$ cat src/rtl/core/tnco_pkg.sv
// Shared types, constants and the CORDIC angle table for the tone adder NCO.
`default_nettype none

package tnco_pkg;

  // Parameter defaults
  localparam int unsigned SAMPLE_BITS_DEF  = 16;
  localparam int unsigned PHASE_BITS_DEF   = 32;
  localparam int unsigned CORDIC_STEPS_DEF = 16;

  // Configuration port and register widths
  localparam int unsigned CFG_IDX_W  = 4;
  localparam int unsigned CFG_DATA_W = 32;
  localparam int unsigned AMP_W      = 16;
  localparam int unsigned ANGLE_W    = 32;

  // CORDIC datapath: x/y in Q2.30 with headroom, z in turns times 2^32
  localparam int unsigned XY_W    = 34;
  localparam int unsigned Z_W     = 33;
  localparam int unsigned SINE_W  = 32;
  localparam int unsigned ITER_W  = 5;
  localparam int unsigned PROD_W  = AMP_W + 1 + SINE_W;

  // Starting x, pre-scaled by the inverse CORDIC gain
  localparam logic signed [XY_W-1:0] CORDIC_X0 = XY_W'(652032874);

  // Configuration register indices
  typedef enum logic [CFG_IDX_W-1:0] {
    REG_TONE_AMPLITUDE = 4'd0,
    REG_START_PHASE    = 4'd1,
    REG_PHASE_STEP     = 4'd2,
    REG_REPLACE_MODE   = 4'd3
  } cfg_reg_e;

  // Sequencer states
  typedef enum logic [2:0] {
    ST_IDLE,
    ST_ROTATE,
    ST_MULTIPLY,
    ST_ROUND,
    ST_SUM
  } tnco_state_e;

  // Control to the rotator
  typedef struct packed {
    logic load;
    logic run;
  } cordic_ctrl_t;

  // Control to the scale and saturate stages
  typedef struct packed {
    logic mul_en;
    logic rnd_en;
    logic sat_en;
  } mix_ctrl_t;

  // atan(2^-i) in turns times 2^32
  function automatic logic [ANGLE_W-1:0] atan_turn(input logic [ITER_W-1:0] idx);
    logic [ANGLE_W-1:0] val;
    case (idx)
      5'd0:    val = 32'h20000000;
      5'd1:    val = 32'h12E4051E;
      5'd2:    val = 32'h09FB385B;
      5'd3:    val = 32'h051111D4;
      5'd4:    val = 32'h028B0D43;
      5'd5:    val = 32'h0145D7E1;
      5'd6:    val = 32'h00A2F61E;
      5'd7:    val = 32'h00517C55;
      5'd8:    val = 32'h0028BE53;
      5'd9:    val = 32'h00145F2F;
      5'd10:   val = 32'h000A2F98;
      5'd11:   val = 32'h000517CC;
      5'd12:   val = 32'h00028BE6;
      5'd13:   val = 32'h000145F3;
      5'd14:   val = 32'h0000A2FA;
      5'd15:   val = 32'h0000517D;
      5'd16:   val = 32'h000028BE;
      5'd17:   val = 32'h0000145F;
      5'd18:   val = 32'h00000A30;
      5'd19:   val = 32'h00000518;
      5'd20:   val = 32'h0000028C;
      5'd21:   val = 32'h00000146;
      5'd22:   val = 32'h000000A3;
      5'd23:   val = 32'h00000051;
      5'd24:   val = 32'h00000029;
      5'd25:   val = 32'h00000014;
      5'd26:   val = 32'h0000000A;
      5'd27:   val = 32'h00000005;
      5'd28:   val = 32'h00000003;
      5'd29:   val = 32'h00000001;
      5'd30:   val = 32'h00000001;
      default: val = 32'h00000000;
    endcase
    return val;
  endfunction

endpackage

`default_nettype wire

$ cat src/rtl/core/tnco_ifs.sv
// Handshake channel interfaces: sample input, sample output and register writes.
`default_nettype none

interface tnco_in_if #(
  parameter int unsigned SAMPLE_BITS = tnco_pkg::SAMPLE_BITS_DEF
);
  logic                          valid;
  logic                          ready;
  logic signed [SAMPLE_BITS-1:0] sample_in;
  logic                          last_in_buffer;

  modport source (output valid, output sample_in, output last_in_buffer, input ready);
  modport sink   (input valid, input sample_in, input last_in_buffer, output ready);
endinterface

interface tnco_out_if #(
  parameter int unsigned SAMPLE_BITS = tnco_pkg::SAMPLE_BITS_DEF
);
  logic                          valid;
  logic                          ready;
  logic signed [SAMPLE_BITS-1:0] sample_out;
  logic                          clipped;

  modport source (output valid, output sample_out, output clipped, input ready);
  modport sink   (input valid, input sample_out, input clipped, output ready);
endinterface

interface tnco_cfg_if;
  logic                                valid;
  logic                                ready;
  logic [tnco_pkg::CFG_IDX_W-1:0]      index;
  logic [tnco_pkg::CFG_DATA_W-1:0]     data;

  modport source (output valid, output index, output data, input ready);
  modport sink   (input valid, input index, input data, output ready);
endinterface

`default_nettype wire

$ cat src/rtl/core/tnco_cordic.sv
// Iterative CORDIC rotator: one micro-rotation per cycle, sine out by quadrant.
`default_nettype none

module tnco_cordic #(
  parameter int unsigned CORDIC_STEPS = tnco_pkg::CORDIC_STEPS_DEF
) (
  input  wire                                     clk_i,
  input  wire                                     rst_ni,
  input  tnco_pkg::cordic_ctrl_t                  ctrl_i,
  input  wire         [tnco_pkg::ANGLE_W-1:0]     angle_i,
  output logic                                    last_o,
  output logic signed [tnco_pkg::SINE_W-1:0]      sine_o
);

  localparam int unsigned XY_W   = tnco_pkg::XY_W;
  localparam int unsigned Z_W    = tnco_pkg::Z_W;
  localparam int unsigned ITER_W = tnco_pkg::ITER_W;

  logic signed [XY_W-1:0]   x_q, x_d, y_q, y_d;
  logic signed [Z_W-1:0]    z_q, z_d;
  logic        [1:0]        quad_q, quad_d;
  logic        [ITER_W-1:0] iter_q, iter_d;
  logic signed [XY_W-1:0]   dx, dy, sel;
  logic signed [Z_W-1:0]    dz;

  // Load the start vector, else one micro-rotation toward z = 0
  always_comb begin
    dx     = y_q >>> iter_q;
    dy     = x_q >>> iter_q;
    dz     = $signed({1'b0, tnco_pkg::atan_turn(iter_q)});
    x_d    = x_q;
    y_d    = y_q;
    z_d    = z_q;
    quad_d = quad_q;
    iter_d = iter_q;
    if (ctrl_i.load) begin
      x_d    = tnco_pkg::CORDIC_X0;
      y_d    = '0;
      z_d    = $signed({3'b000, angle_i[29:0]});
      quad_d = angle_i[31:30];
      iter_d = '0;
    end else if (ctrl_i.run) begin
      if (!z_q[Z_W-1]) begin
        x_d = x_q - dx;
        y_d = y_q + dy;
        z_d = z_q - dz;
      end else begin
        x_d = x_q + dx;
        y_d = y_q - dy;
        z_d = z_q + dz;
      end
      iter_d = iter_q + ITER_W'(1);
    end
  end

  // Iteration count is control state
  always_ff @(posedge clk_i or negedge rst_ni) begin
    if (!rst_ni) begin
      iter_q <= '0;
    end else begin
      iter_q <= iter_d;
    end
  end

  // Datapath registers
  always_ff @(posedge clk_i) begin
    x_q    <= x_d;
    y_q    <= y_d;
    z_q    <= z_d;
    quad_q <= quad_d;
  end

  assign last_o = (iter_q == ITER_W'(CORDIC_STEPS - 1));

  // Quadrant fold-out
  always_comb begin
    case (quad_q)
      2'd0:    sel = y_q;
      2'd1:    sel = x_q;
      2'd2:    sel = -y_q;
      default: sel = -x_q;
    endcase
  end

  assign sine_o = sel[tnco_pkg::SINE_W-1:0];

endmodule

`default_nettype wire

$ cat src/rtl/core/tnco_mix.sv
// Amplitude scaling, rounding, and sample add with saturation, one register stage each.
`default_nettype none

module tnco_mix #(
  parameter int unsigned SAMPLE_BITS = tnco_pkg::SAMPLE_BITS_DEF
) (
  input  wire                                   clk_i,
  input  tnco_pkg::mix_ctrl_t                   ctrl_i,
  input  wire         [tnco_pkg::AMP_W-1:0]     amp_i,
  input  wire signed  [tnco_pkg::SINE_W-1:0]    sine_i,
  input  wire signed  [SAMPLE_BITS-1:0]         sample_i,
  output logic signed [SAMPLE_BITS-1:0]         sample_o,
  output logic                                  clipped_o
);

  localparam int unsigned PROD_W = tnco_pkg::PROD_W;
  localparam int unsigned SHIFT  = 46 - SAMPLE_BITS;
  localparam logic signed [PROD_W-1:0] HALF = PROD_W'(1) <<< (SHIFT - 1);
  localparam logic signed [PROD_W-1:0] SMAX = (PROD_W'(1) <<< (SAMPLE_BITS - 1)) - PROD_W'(1);
  localparam logic signed [PROD_W-1:0] SMIN = -SMAX - PROD_W'(1);

  logic signed [PROD_W-1:0]      prod_q, tone_q, sum;
  logic signed [SAMPLE_BITS-1:0] sample_q;
  logic                          clip_q;

  // Sum of rounded tone and captured sample, clamped below
  always_comb begin
    sum = tone_q + PROD_W'(sample_i);
  end

  always_ff @(posedge clk_i) begin
    // Q1.15 amplitude times Q2.30 sine
    if (ctrl_i.mul_en) begin
      prod_q <= $signed({1'b0, amp_i}) * sine_i;
    end
    // Round half up to sample LSBs
    if (ctrl_i.rnd_en) begin
      tone_q <= (prod_q + HALF) >>> SHIFT;
    end
    // Saturate into the output register
    if (ctrl_i.sat_en) begin
      if (sum > SMAX) begin
        sample_q <= SMAX[SAMPLE_BITS-1:0];
        clip_q   <= 1'b1;
      end else if (sum < SMIN) begin
        sample_q <= SMIN[SAMPLE_BITS-1:0];
        clip_q   <= 1'b1;
      end else begin
        sample_q <= sum[SAMPLE_BITS-1:0];
        clip_q   <= 1'b0;
      end
    end
  end

  assign sample_o  = sample_q;
  assign clipped_o = clip_q;

endmodule

`default_nettype wire

$ cat src/rtl/core/tone_adder_nco.sv
// Tone adder NCO top level: registers, phase accumulator and sequencer.
// Output valid rises after the rotate, multiply, round and sum states of an input.
// Samples are taken one at a time, only in the idle state: the single shared
// CORDIC rotator does one step per cycle and serves one sample at a time.
// A finished result waits in the output register while the next sample is taken.
// Reset clears the configuration registers, the phase accumulator and control.
`default_nettype none

module tone_adder_nco #(
  parameter int unsigned SAMPLE_BITS  = tnco_pkg::SAMPLE_BITS_DEF,
  parameter int unsigned PHASE_BITS   = tnco_pkg::PHASE_BITS_DEF,
  parameter int unsigned CORDIC_STEPS = tnco_pkg::CORDIC_STEPS_DEF
) (
  input  wire         clk_i,
  input  wire         rst_ni,
  tnco_in_if.sink     in_i,
  tnco_out_if.source  out_o,
  tnco_cfg_if.sink    cfg_i
);

  localparam int unsigned ANGLE_W = tnco_pkg::ANGLE_W;

  tnco_pkg::tnco_state_e   state_q, state_d;
  tnco_pkg::cordic_ctrl_t  cordic_ctrl;
  tnco_pkg::mix_ctrl_t     mix_ctrl;

  logic [tnco_pkg::AMP_W-1:0]    amp_q;
  logic [ANGLE_W-1:0]            start_q, step_q;
  logic                          replace_q;
  logic [PHASE_BITS-1:0]         acc_q, acc_d;
  logic signed [SAMPLE_BITS-1:0] sample_q;
  logic                          out_valid_q, out_valid_d;

  logic                          in_fire, out_free, cordic_last;
  logic [PHASE_BITS+31:0]        step_wide, start_wide, acc_wide;
  logic [ANGLE_W-1:0]            angle;
  logic signed [tnco_pkg::SINE_W-1:0] sine;

  assign in_fire  = in_i.valid && in_i.ready;
  assign out_free = !out_valid_q || out_o.ready;

  // Register writes, always accepted
  assign cfg_i.ready = 1'b1;

  always_ff @(posedge clk_i or negedge rst_ni) begin
    if (!rst_ni) begin
      amp_q     <= '0;
      start_q   <= '0;
      step_q    <= '0;
      replace_q <= 1'b0;
    end else if (cfg_i.valid) begin
      case (tnco_pkg::cfg_reg_e'(cfg_i.index))
        tnco_pkg::REG_TONE_AMPLITUDE: amp_q     <= cfg_i.data[tnco_pkg::AMP_W-1:0];
        tnco_pkg::REG_START_PHASE:    start_q   <= cfg_i.data[ANGLE_W-1:0];
        tnco_pkg::REG_PHASE_STEP:     step_q    <= cfg_i.data[ANGLE_W-1:0];
        tnco_pkg::REG_REPLACE_MODE:   replace_q <= cfg_i.data[0];
        default: ;
      endcase
    end
  end

  // 32-bit turn fractions to and from accumulator width
  assign step_wide  = {step_q, PHASE_BITS'(0)};
  assign start_wide = {start_q, PHASE_BITS'(0)};
  assign acc_wide   = {acc_q, 32'h0};
  assign angle      = acc_wide[PHASE_BITS +: ANGLE_W];

  // Phase accumulator: reload after buffer end, else step and wrap
  always_comb begin
    acc_d = acc_q;
    if (in_fire) begin
      if (in_i.last_in_buffer) begin
        acc_d = start_wide[32 +: PHASE_BITS];
      end else begin
        acc_d = acc_q + step_wide[32 +: PHASE_BITS];
      end
    end
  end

  // Next state
  always_comb begin
    state_d = state_q;
    case (state_q)
      tnco_pkg::ST_IDLE:     if (in_i.valid) state_d = tnco_pkg::ST_ROTATE;
      tnco_pkg::ST_ROTATE:   if (cordic_last) state_d = tnco_pkg::ST_MULTIPLY;
      tnco_pkg::ST_MULTIPLY: state_d = tnco_pkg::ST_ROUND;
      tnco_pkg::ST_ROUND:    state_d = tnco_pkg::ST_SUM;
      tnco_pkg::ST_SUM:      if (out_free) state_d = tnco_pkg::ST_IDLE;
      default:               state_d = tnco_pkg::ST_IDLE;
    endcase
  end

  // Sequencer outputs
  always_comb begin
    in_i.ready       = (state_q == tnco_pkg::ST_IDLE);
    cordic_ctrl.load = in_fire;
    cordic_ctrl.run  = (state_q == tnco_pkg::ST_ROTATE);
    mix_ctrl.mul_en  = (state_q == tnco_pkg::ST_MULTIPLY);
    mix_ctrl.rnd_en  = (state_q == tnco_pkg::ST_ROUND);
    mix_ctrl.sat_en  = (state_q == tnco_pkg::ST_SUM) && out_free;
  end

  // Output valid: set on result write, cleared when taken
  always_comb begin
    out_valid_d = out_valid_q;
    if (mix_ctrl.sat_en) begin
      out_valid_d = 1'b1;
    end else if (out_o.ready) begin
      out_valid_d = 1'b0;
    end
  end

  always_ff @(posedge clk_i or negedge rst_ni) begin
    if (!rst_ni) begin
      state_q     <= tnco_pkg::ST_IDLE;
      acc_q       <= '0;
      out_valid_q <= 1'b0;
    end else begin
      state_q     <= state_d;
      acc_q       <= acc_d;
      out_valid_q <= out_valid_d;
    end
  end

  // Captured sample, zero in replace mode
  always_ff @(posedge clk_i) begin
    if (in_fire) begin
      sample_q <= replace_q ? '0 : in_i.sample_in;
    end
  end

  tnco_cordic #(
    .CORDIC_STEPS (CORDIC_STEPS)
  ) u_cordic (
    .clk_i   (clk_i),
    .rst_ni  (rst_ni),
    .ctrl_i  (cordic_ctrl),
    .angle_i (angle),
    .last_o  (cordic_last),
    .sine_o  (sine)
  );

  tnco_mix #(
    .SAMPLE_BITS (SAMPLE_BITS)
  ) u_mix (
    .clk_i     (clk_i),
    .ctrl_i    (mix_ctrl),
    .amp_i     (amp_q),
    .sine_i    (sine),
    .sample_i  (sample_q),
    .sample_o  (out_o.sample_out),
    .clipped_o (out_o.clipped)
  );

  assign out_o.valid = out_valid_q;

  // Result only written into a free output register
  a_no_overwrite: assert property (@(posedge clk_i) disable iff (!rst_ni)
    mix_ctrl.sat_en |-> (!out_valid_q || out_o.ready))
    else $error("result written over an untaken result");

  // Accepted sample starts the rotation
  a_accept_rotates: assert property (@(posedge clk_i) disable iff (!rst_ni)
    in_fire |=> (state_q == tnco_pkg::ST_ROTATE))
    else $error("accepted sample did not start rotation");

  // Phase moves only on an input transaction
  a_phase_hold: assert property (@(posedge clk_i) disable iff (!rst_ni)
    !in_fire |=> $stable(acc_q))
    else $error("phase accumulator moved without a transaction");

  // Output valid rises only out of the sum step
  a_valid_from_sum: assert property (@(posedge clk_i) disable iff (!rst_ni)
    $rose(out_valid_q) |-> ($past(state_q) == tnco_pkg::ST_SUM))
    else $error("output valid raised outside the sum step");

endmodule

`default_nettype wire

$ cat src/flat_wrapper.sv
// flat-port wrapper written by rule: the top's interface ports become plain ports
module tone_adder_nco_flat 
#(
  parameter int unsigned SAMPLE_BITS  = tnco_pkg::SAMPLE_BITS_DEF,
  parameter int unsigned PHASE_BITS   = tnco_pkg::PHASE_BITS_DEF,
  parameter int unsigned CORDIC_STEPS = tnco_pkg::CORDIC_STEPS_DEF
)
  (clk_i, rst_ni, in_i_valid, in_i_sample_in, in_i_last_in_buffer, in_i_ready, out_o_valid, out_o_sample_out, out_o_clipped, out_o_ready, cfg_i_valid, cfg_i_index, cfg_i_data, cfg_i_ready);
  tnco_in_if #(.SAMPLE_BITS(SAMPLE_BITS)) in_i_i ();
  tnco_out_if #(.SAMPLE_BITS(SAMPLE_BITS)) out_o_i ();
  tnco_cfg_if cfg_i_i ();
  input  wire clk_i;
  input  wire rst_ni;
  input wire logic [$bits(in_i_i.valid)-1:0] in_i_valid;
  input wire logic [$bits(in_i_i.sample_in)-1:0] in_i_sample_in;
  input wire logic [$bits(in_i_i.last_in_buffer)-1:0] in_i_last_in_buffer;
  output wire logic [$bits(in_i_i.ready)-1:0] in_i_ready;
  output wire logic [$bits(out_o_i.valid)-1:0] out_o_valid;
  output wire logic [$bits(out_o_i.sample_out)-1:0] out_o_sample_out;
  output wire logic [$bits(out_o_i.clipped)-1:0] out_o_clipped;
  input wire logic [$bits(out_o_i.ready)-1:0] out_o_ready;
  input wire logic [$bits(cfg_i_i.valid)-1:0] cfg_i_valid;
  input wire logic [$bits(cfg_i_i.index)-1:0] cfg_i_index;
  input wire logic [$bits(cfg_i_i.data)-1:0] cfg_i_data;
  output wire logic [$bits(cfg_i_i.ready)-1:0] cfg_i_ready;
  assign in_i_i.valid = in_i_valid;
  assign in_i_i.sample_in = in_i_sample_in;
  assign in_i_i.last_in_buffer = in_i_last_in_buffer;
  assign in_i_ready = in_i_i.ready;
  assign out_o_valid = out_o_i.valid;
  assign out_o_sample_out = out_o_i.sample_out;
  assign out_o_clipped = out_o_i.clipped;
  assign out_o_i.ready = out_o_ready;
  assign cfg_i_i.valid = cfg_i_valid;
  assign cfg_i_i.index = cfg_i_index;
  assign cfg_i_i.data = cfg_i_data;
  assign cfg_i_ready = cfg_i_i.ready;
  tone_adder_nco #(.SAMPLE_BITS(SAMPLE_BITS), .PHASE_BITS(PHASE_BITS), .CORDIC_STEPS(CORDIC_STEPS)) u_core (.clk_i(clk_i), .rst_ni(rst_ni), .in_i(in_i_i), .out_o(out_o_i), .cfg_i(cfg_i_i));
endmodule
$ cat config.mk
export PLATFORM = sky130hd
export DESIGN_NAME = tone_adder_nco_flat
export DESIGN_NICKNAME = d
export VERILOG_FILES = /design/src/rtl/core/tnco_pkg.sv /design/src/rtl/core/tnco_ifs.sv /design/src/rtl/core/tnco_cordic.sv /design/src/rtl/core/tnco_mix.sv /design/src/rtl/core/tone_adder_nco.sv /design/src/flat_wrapper.sv
export SDC_FILE = /design/constraint.sdc
export NUM_CORES = 2
export LEC_CHECK = 0
export BUFFER_PORTS_ARGS = -buffer_cell sky130_fd_sc_hd__buf_4
export CAP_MARGIN = 25
export CORE_ASPECT_RATIO = 1.4
export CORE_UTILIZATION = 55
export DETAILED_ROUTE_END_ITERATION = 10
export HOLD_SLACK_MARGIN = 0.1
export PLACE_DENSITY = 0.74
export REMOVE_ABC_BUFFERS = 1
export SLEW_MARGIN = 40
export SYNTH_ARGS = -nofsm -noshare
export SYNTH_HDL_FRONTEND = slang
export SYNTH_SLANG_ARGS = --single-unit
$ cat constraint.sdc
create_clock -name clk_i -period 26.3 [get_ports clk_i]
set_input_delay 1.315 -clock clk_i [delete_from_list [all_inputs] [get_ports clk_i]]
set_output_delay 1.315 -clock clk_i [all_outputs]
set_load 0.01 [all_outputs]
* Yosys cells after proc, flatten, opt, wreduce, memory -nomap -nowiden
Memories as Yosys holds them, arrays and structs flattened.
Index checks and enable logic that the tools add are counted.
** Operators by class
- Add/sub/neg operators :: 12
- $mul :: 1
- Magnitude comparators :: 2
- Eq/ne operators :: 13
- Shifts and indexed selects :: 2
- Mux-type cells :: 17
- Reductions and logical operators :: 14
** Operators by type and width (number)
- one-hot mux 32 bit (3 select lines) :: 1
- adder 34 bit :: 2
- two-way mux 34 bit :: 2
- >>> shifter 34 x 5 -> 34 bit :: 2
- subtractor 34 bit :: 2
- negation 32 bit :: 2
- two-way mux 30 bit :: 2
- adder 49 x 31 -> 49 bit, second input constant :: 1
- greater-than comparator 49 x 16 -> 1 bit, second input constant :: 1
- < comparator 49 x 16 -> 1 bit, second input constant :: 1
- multiplier 17 x 32 -> 49 bit :: 1
- adder 33 bit :: 1
- two-way mux 33 bit :: 1
- subtractor 33 bit :: 1
- adder 32 bit :: 1
- two-way mux 32 bit :: 1
- adder 19 x 16 -> 20 bit :: 1
- two-way mux 16 bit :: 1
- one-hot mux 3 bit (5 select lines) :: 1
- two-way mux 5 bit :: 2
- two-way mux 3 bit :: 3
- equality test 4 x 2 -> 1 bit, second input constant :: 2
- AND reduction 2 bit :: 4
- equality test 3 x 2 -> 1 bit, second input constant :: 2
- other kinds (18) :: 23
** Storage, ports and cells
- Register bits :: 326
- ROM bits :: 960
- Output and inout bits :: 20
- Word-level logic and storage cells :: 80
- Memories kept :: 1
** Memory list
- (no name shown) :: words 32, bits a word 30, read ports 1, clocked after Yosys merged registers in 0, write ports 0, RTL line tnco_pkg.sv:60 : case (idx)

* Depth between registers and ports, before layout
An unclocked memory read counts as a cell.
- Depth after elaboration :: 5
- Mapped depth :: 36
- Depth with buffers taken out :: 35

* By module
Synthesis repeated with hierarchy kept, for this count alone.
** Second synthesis, totals
- Cells, all modules :: 5032
- Area, all modules :: 44894.3 µm²
** By module, submodules not included
- tnco_mix :: instances 1, cells an instance 2199, area each 20472.1 µm²
- tnco_cordic :: instances 1, cells an instance 2239, area each 17730.8 µm²
- tone_adder_nco :: instances 1, cells an instance 594, area each 6691.4 µm²

* Worst setup path after synthesis
OpenSTA, ideal clock, no wires.
- Path type :: register to register
- Start :: register u_core.u_cordic.x_q[5]
- End :: register u_core.u_mix.prod_q[47] (data pin)
- Arrival :: 9.143 ns
- Slack :: 16.899 ns
- Cell stages (with the launch flop) :: 35
- Path buffers :: 2
- Period minus slack after synthesis :: 9.401 ns
- Cell sequence :: dfxtp_1 -> buf_6 -> or4_4 -> or4_1 -> or2_1 -> or3_4 -> or4_4 -> o31ai_1 -> xor2_1 -> a21oi_1 -> clkbuf_1 -> and2_1 -> fa_1 -> inv_1 -> fa_1 -> fa_1 -> inv_1 -> fa_1 -> fa_1 -> inv_1 -> fa_1 -> inv_1 -> ha_1 -> a21oi_1 -> o211ai_1 -> or3_1 -> a31oi_1 -> o21ai_0 -> a31oi_1 -> a211oi_1 -> a21oi_1 -> o21ai_0 -> or2_2 -> a21oi_1 -> xnor2_1
** Between the ends
- Longest elaborated chain between the ends :: 3
** Ends and longest elaborated chain
- start: declaration :: RTL line tnco_cordic.sv:19 : logic signed [XY_W-1:0] x_q, x_d, y_q, y_d;
- start signal: assignment :: RTL line tnco_cordic.sv:67 : x_q <= x_d;
- negation 32 bit :: RTL line tnco_cordic.sv:81 : default: sel = -x_q;
- one-hot mux 32 bit (3 select lines) * :: RTL line tnco_cordic.sv:77 : case (quad_q)
- multiplier 17 x 32 -> 49 bit * :: RTL line tnco_mix.sv:34 : prod_q <= $signed({1'b0, amp_i}) * sine_i;
- end signal: assignment :: RTL line tnco_mix.sv:34
- end: declaration :: RTL line tnco_mix.sv:22 : logic signed [PROD_W-1:0] prod_q, tone_q, sum;
Mark *: on every way between the ends. The rest lies on a longest branch, timed or not.
A chain may end at the register's enable or synchronous reset.

* Worst setup path in the final report
- Start :: register u_core.u_cordic.y_q[5]
- End :: register u_core.u_mix.prod_q[47] (data pin)
** Between the ends
- Longest elaborated chain between the ends :: 3
** Ends and longest elaborated chain
- start: declaration :: RTL line tnco_cordic.sv:19
- start signal: assignment :: RTL line tnco_cordic.sv:68 : y_q <= y_d;
- negation 32 bit :: RTL line tnco_cordic.sv:80 : 2'd2: sel = -y_q;
- one-hot mux 32 bit (3 select lines) * :: RTL line tnco_cordic.sv:77
- multiplier 17 x 32 -> 49 bit * :: RTL line tnco_mix.sv:34
Marks and branches as above.

==> flow_summary.yaml <==
outcome:
  status: "completed"
drt:
  wl_mm: 131.7
  via_count: 36330
  drt_pass1_iterations: 8
  wl_per_cell_um: 22.15
  ant_nets: 0
  via_per_inst: 6.111
  post-route-drc-count: 0
  drt_iter0_drc: 2836
synth:
  ys_top_cells_by_count: "inv_1 (646), nand2_1 (496), fa_1 (492)"
  syn-instance-count: 4929
  yosysWarningCount: 0
  syn-cell-area_mm2: 0.04400
  synthArstFlopShare: 0.4108
  synth.area.top_cells: "fa_1 (22%), ha_1 (7.8%), edfxtp_1 (7.1%), dfrtp_1 (6.9%), inv_1 (5.5%)"
  ys_ff_latch: 297
  yosys.area.top_type_share: 0.2239
  ys_types: 97
  synth_edf_count: 104
  avgSynthCellArea_um2: 8.927
  yosysTopAreaCell: "fa_1"
  synth_flop_cell: "dfrtp_1"
  synth_most_common_cell: "inv_1"
  ys_seq_area_frac: 0.1727
timing:
  drv_slew: 0
  skew_ns: 0.03523
  period_share: 0.4077
  max_freq_mhz: 93.25
  finalHoldViolations: 0
  fin_tns_setup_ns: 0
  period_needed_ns: 10.72
  worst_pin_slew_ns: 0.8797
  slew_headroom: 0.4091
  setup_violations: 0
  rsz0062_at_grt: "false"
worst_setup_path:
  critPathMaxStageDelay_ns: 0.71
  startpoint_type: "register"
  crit_path_top_delay_cell: "a211oi_1"
  crit_top_cell: "fa_1"
  cp_max_fo: 16
  cp-end-kind: "register"
  worstPathArrival_ns: 11.06
  cp.buffers_inverters: 4
  r2r_setup_slack_ns: 15.58
  cp.required_ns: 26.63
  worst-setup-path-type: "reg2reg"
  critical-path-top-delay-family: "compound AO/OA/AOI/OAI gates"
floorplanning:
  core_area_mm2: 0.07907
  fp.dieArea_mm2: 0.08115
  die_h_um: 336.7
  io_pins: 78
  die_width_um: 241.0
  floorplan.initialDensity: 0.5565
  rows: 122
place:
  numPlacedInstances: 5875
  gp_congestion: 1.038
  port_buffers: 76
  hpwl_mm: 99.47
hold_path:
  worst_hold_path_type: "reg2reg"
global_route:
  grt_overflow: 0
  antenna_found_initial: 5
  track_usage: 0.3327
  grt_start_max_net_pins: 88
  grt_pass1_vias: 38570
  grt_pass1_wl_mm: 207.9
final_layout:
  nNetsFinal: 5687
  drive_above_1_share: 0.1043
  syn_to_final_growth_pct: 6.546
  utilization: 0.5929
  final_cells: 5945
clocking:
  cts_max_level: 2
  root_buffer: "clkbuf_16"
  cts_resized: 0
  clk_pin_slew_ns: 0.06
  tritoncts: "yes"
  clock_path_buffers: 3
  cts_buffers: 38
  cts_setup_buffers: 0
  cts_sinks: 297
  ctsHoldBuffers: 0
  worstSkewPairLatency_ns: 0.61
job:
  cap_violations: 0
[per-layer routing]
metal,track usage,vias to the layer above,share of wire
li1,-,16330,-
met1,0.3632,17870,0.35
met2,0.5855,1596,0.50
met3,0.07221,530,0.080
met4,0.2023,6,0.067
met5,0,-,0.00027
[worst register-to-register path, delay by kind of cell, from the launching register on]
family | cells | cell delay (ns)
and+or+nand+nor | 8 | 2.36
DFF | 1 | 0.42
buffers and inverters | 4 | 0.43
xor gates and xnor gates | 2 | 0.28
AOI/OAI and AO/OA | 10 | 3.59
adders and majority gates | 7 | 3.38
[area by class of cell]
class,instances,area [um2]
Multi-Input combinational cell,3700,32900
Fill cell,6931,32190
Sequential cell,297,7612
Inverter,651,2445
Timing Repair Buffer,173,1334
Tap cell,1054,1319
Clock buffer,49,1022
Clock inverter,20,247.7
Antenna cell,1,2.502
[path summary, 6_finish.rpt]
kind / to / from / cells past startpoint
min reg2reg: u_core.u_cordic.z_q[30] / u_core.u_cordic.z_q[30] / 2
min in group asynchronous: u_core.step_q[15] / rst_ni / 1
max reg2reg: u_core.u_mix.prod_q[47] / u_core.u_cordic.y_q[5] / 31
min: u_core.u_cordic.z_q[30] / u_core.u_cordic.z_q[30] / 2
max in group asynchronous: u_core.u_cordic.iter_q[3] / rst_ni / 2
max: u_core.u_mix.prod_q[47] / u_core.u_cordic.y_q[5] / 31
[stage by stage]
stage | hold WS, ns | area [um2] | setup slack (ns)
after floorplan | 0.4315 | 42800 | 16.76
after global placement | 0.4451 | 45480 | 15.53
after detailed placement | 0.4596 | 45560 | 15.74
after CTS | 0.4738 | 46830 | 15.65
after global routing | 0.5014 | 46880 | 15.02
final | 0.4646 | 46880 | 15.58
[cell families (layout without fill, tap and decap cells)]
logic type / count (synthesis) / after routing / synth area share
DFF: 297 / 297 / 0.1727
adders and majority gates: 768 / 768 / 0.3023
xor gates and xnor gates: 312 / 312 / 0.06211
AOI/OAI and AO/OA: 950 / 950 / 0.1364
buffers and inverters: 932 / 893 / 0.08269
other: 1 / 2 / 0.00008523
and+or+nand+nor: 1416 / 1416 / 0.1588
muxes: 253 / 253 / 0.08491
[cells in the final DEF (no fill, tap or decap), types with 36 or more instances in the layout]
| master | n |
|---|---|
| nand2_1 | 495 |
| buf_4 | 167 |
| nor2b_1 | 54 |
| xor2_1 | 138 |
| nor3_1 | 45 |
| mux2_2 | 108 |
| nand3_1 | 72 |
| fa_1 | 492 |
| edfxtp_1 | 104 |
| inv_1 | 644 |
| o21ai_0 | 233 |
| and2_1 | 299 |
| nor2_1 | 252 |
| a21o_1 | 73 |
| a211oi_1 | 36 |
| nand2b_1 | 37 |
| a31oi_1 | 44 |
| dfxtp_1 | 70 |
| ha_1 | 276 |
| mux4_2 | 85 |
| mux2i_1 | 58 |
| clkbuf_16 | 38 |
| and3_1 | 36 |
| dfrtp_1 | 115 |
| xnor2_1 | 174 |
| a21oi_1 | 280 |
[sequential cells by signal (all words and copies together) (netlist names)]
register	flops
u_core.u_cordic.y_q	34
u_core.sample_q	16
u_core.u_mix.clipped_o	1
u_core.u_cordic.quad_q	2
u_core.u_cordic.x_q	34
u_core.u_mix.tone_q	19
u_core.out_o.valid	1
u_core.acc_q	32
u_core.state_q	3
u_core.u_mix.prod_q	20
u_core.start_q	32
u_core.step_q	32
u_core.u_cordic.z_q	33
u_core.u_mix.sample_o	16
u_core.amp_q	16
u_core.replace_q	1
u_core.u_cordic.iter_q	5
Power is not shown: default switching activity piles up to over one toggle a cycle in this logic, so the estimate is an artifact.
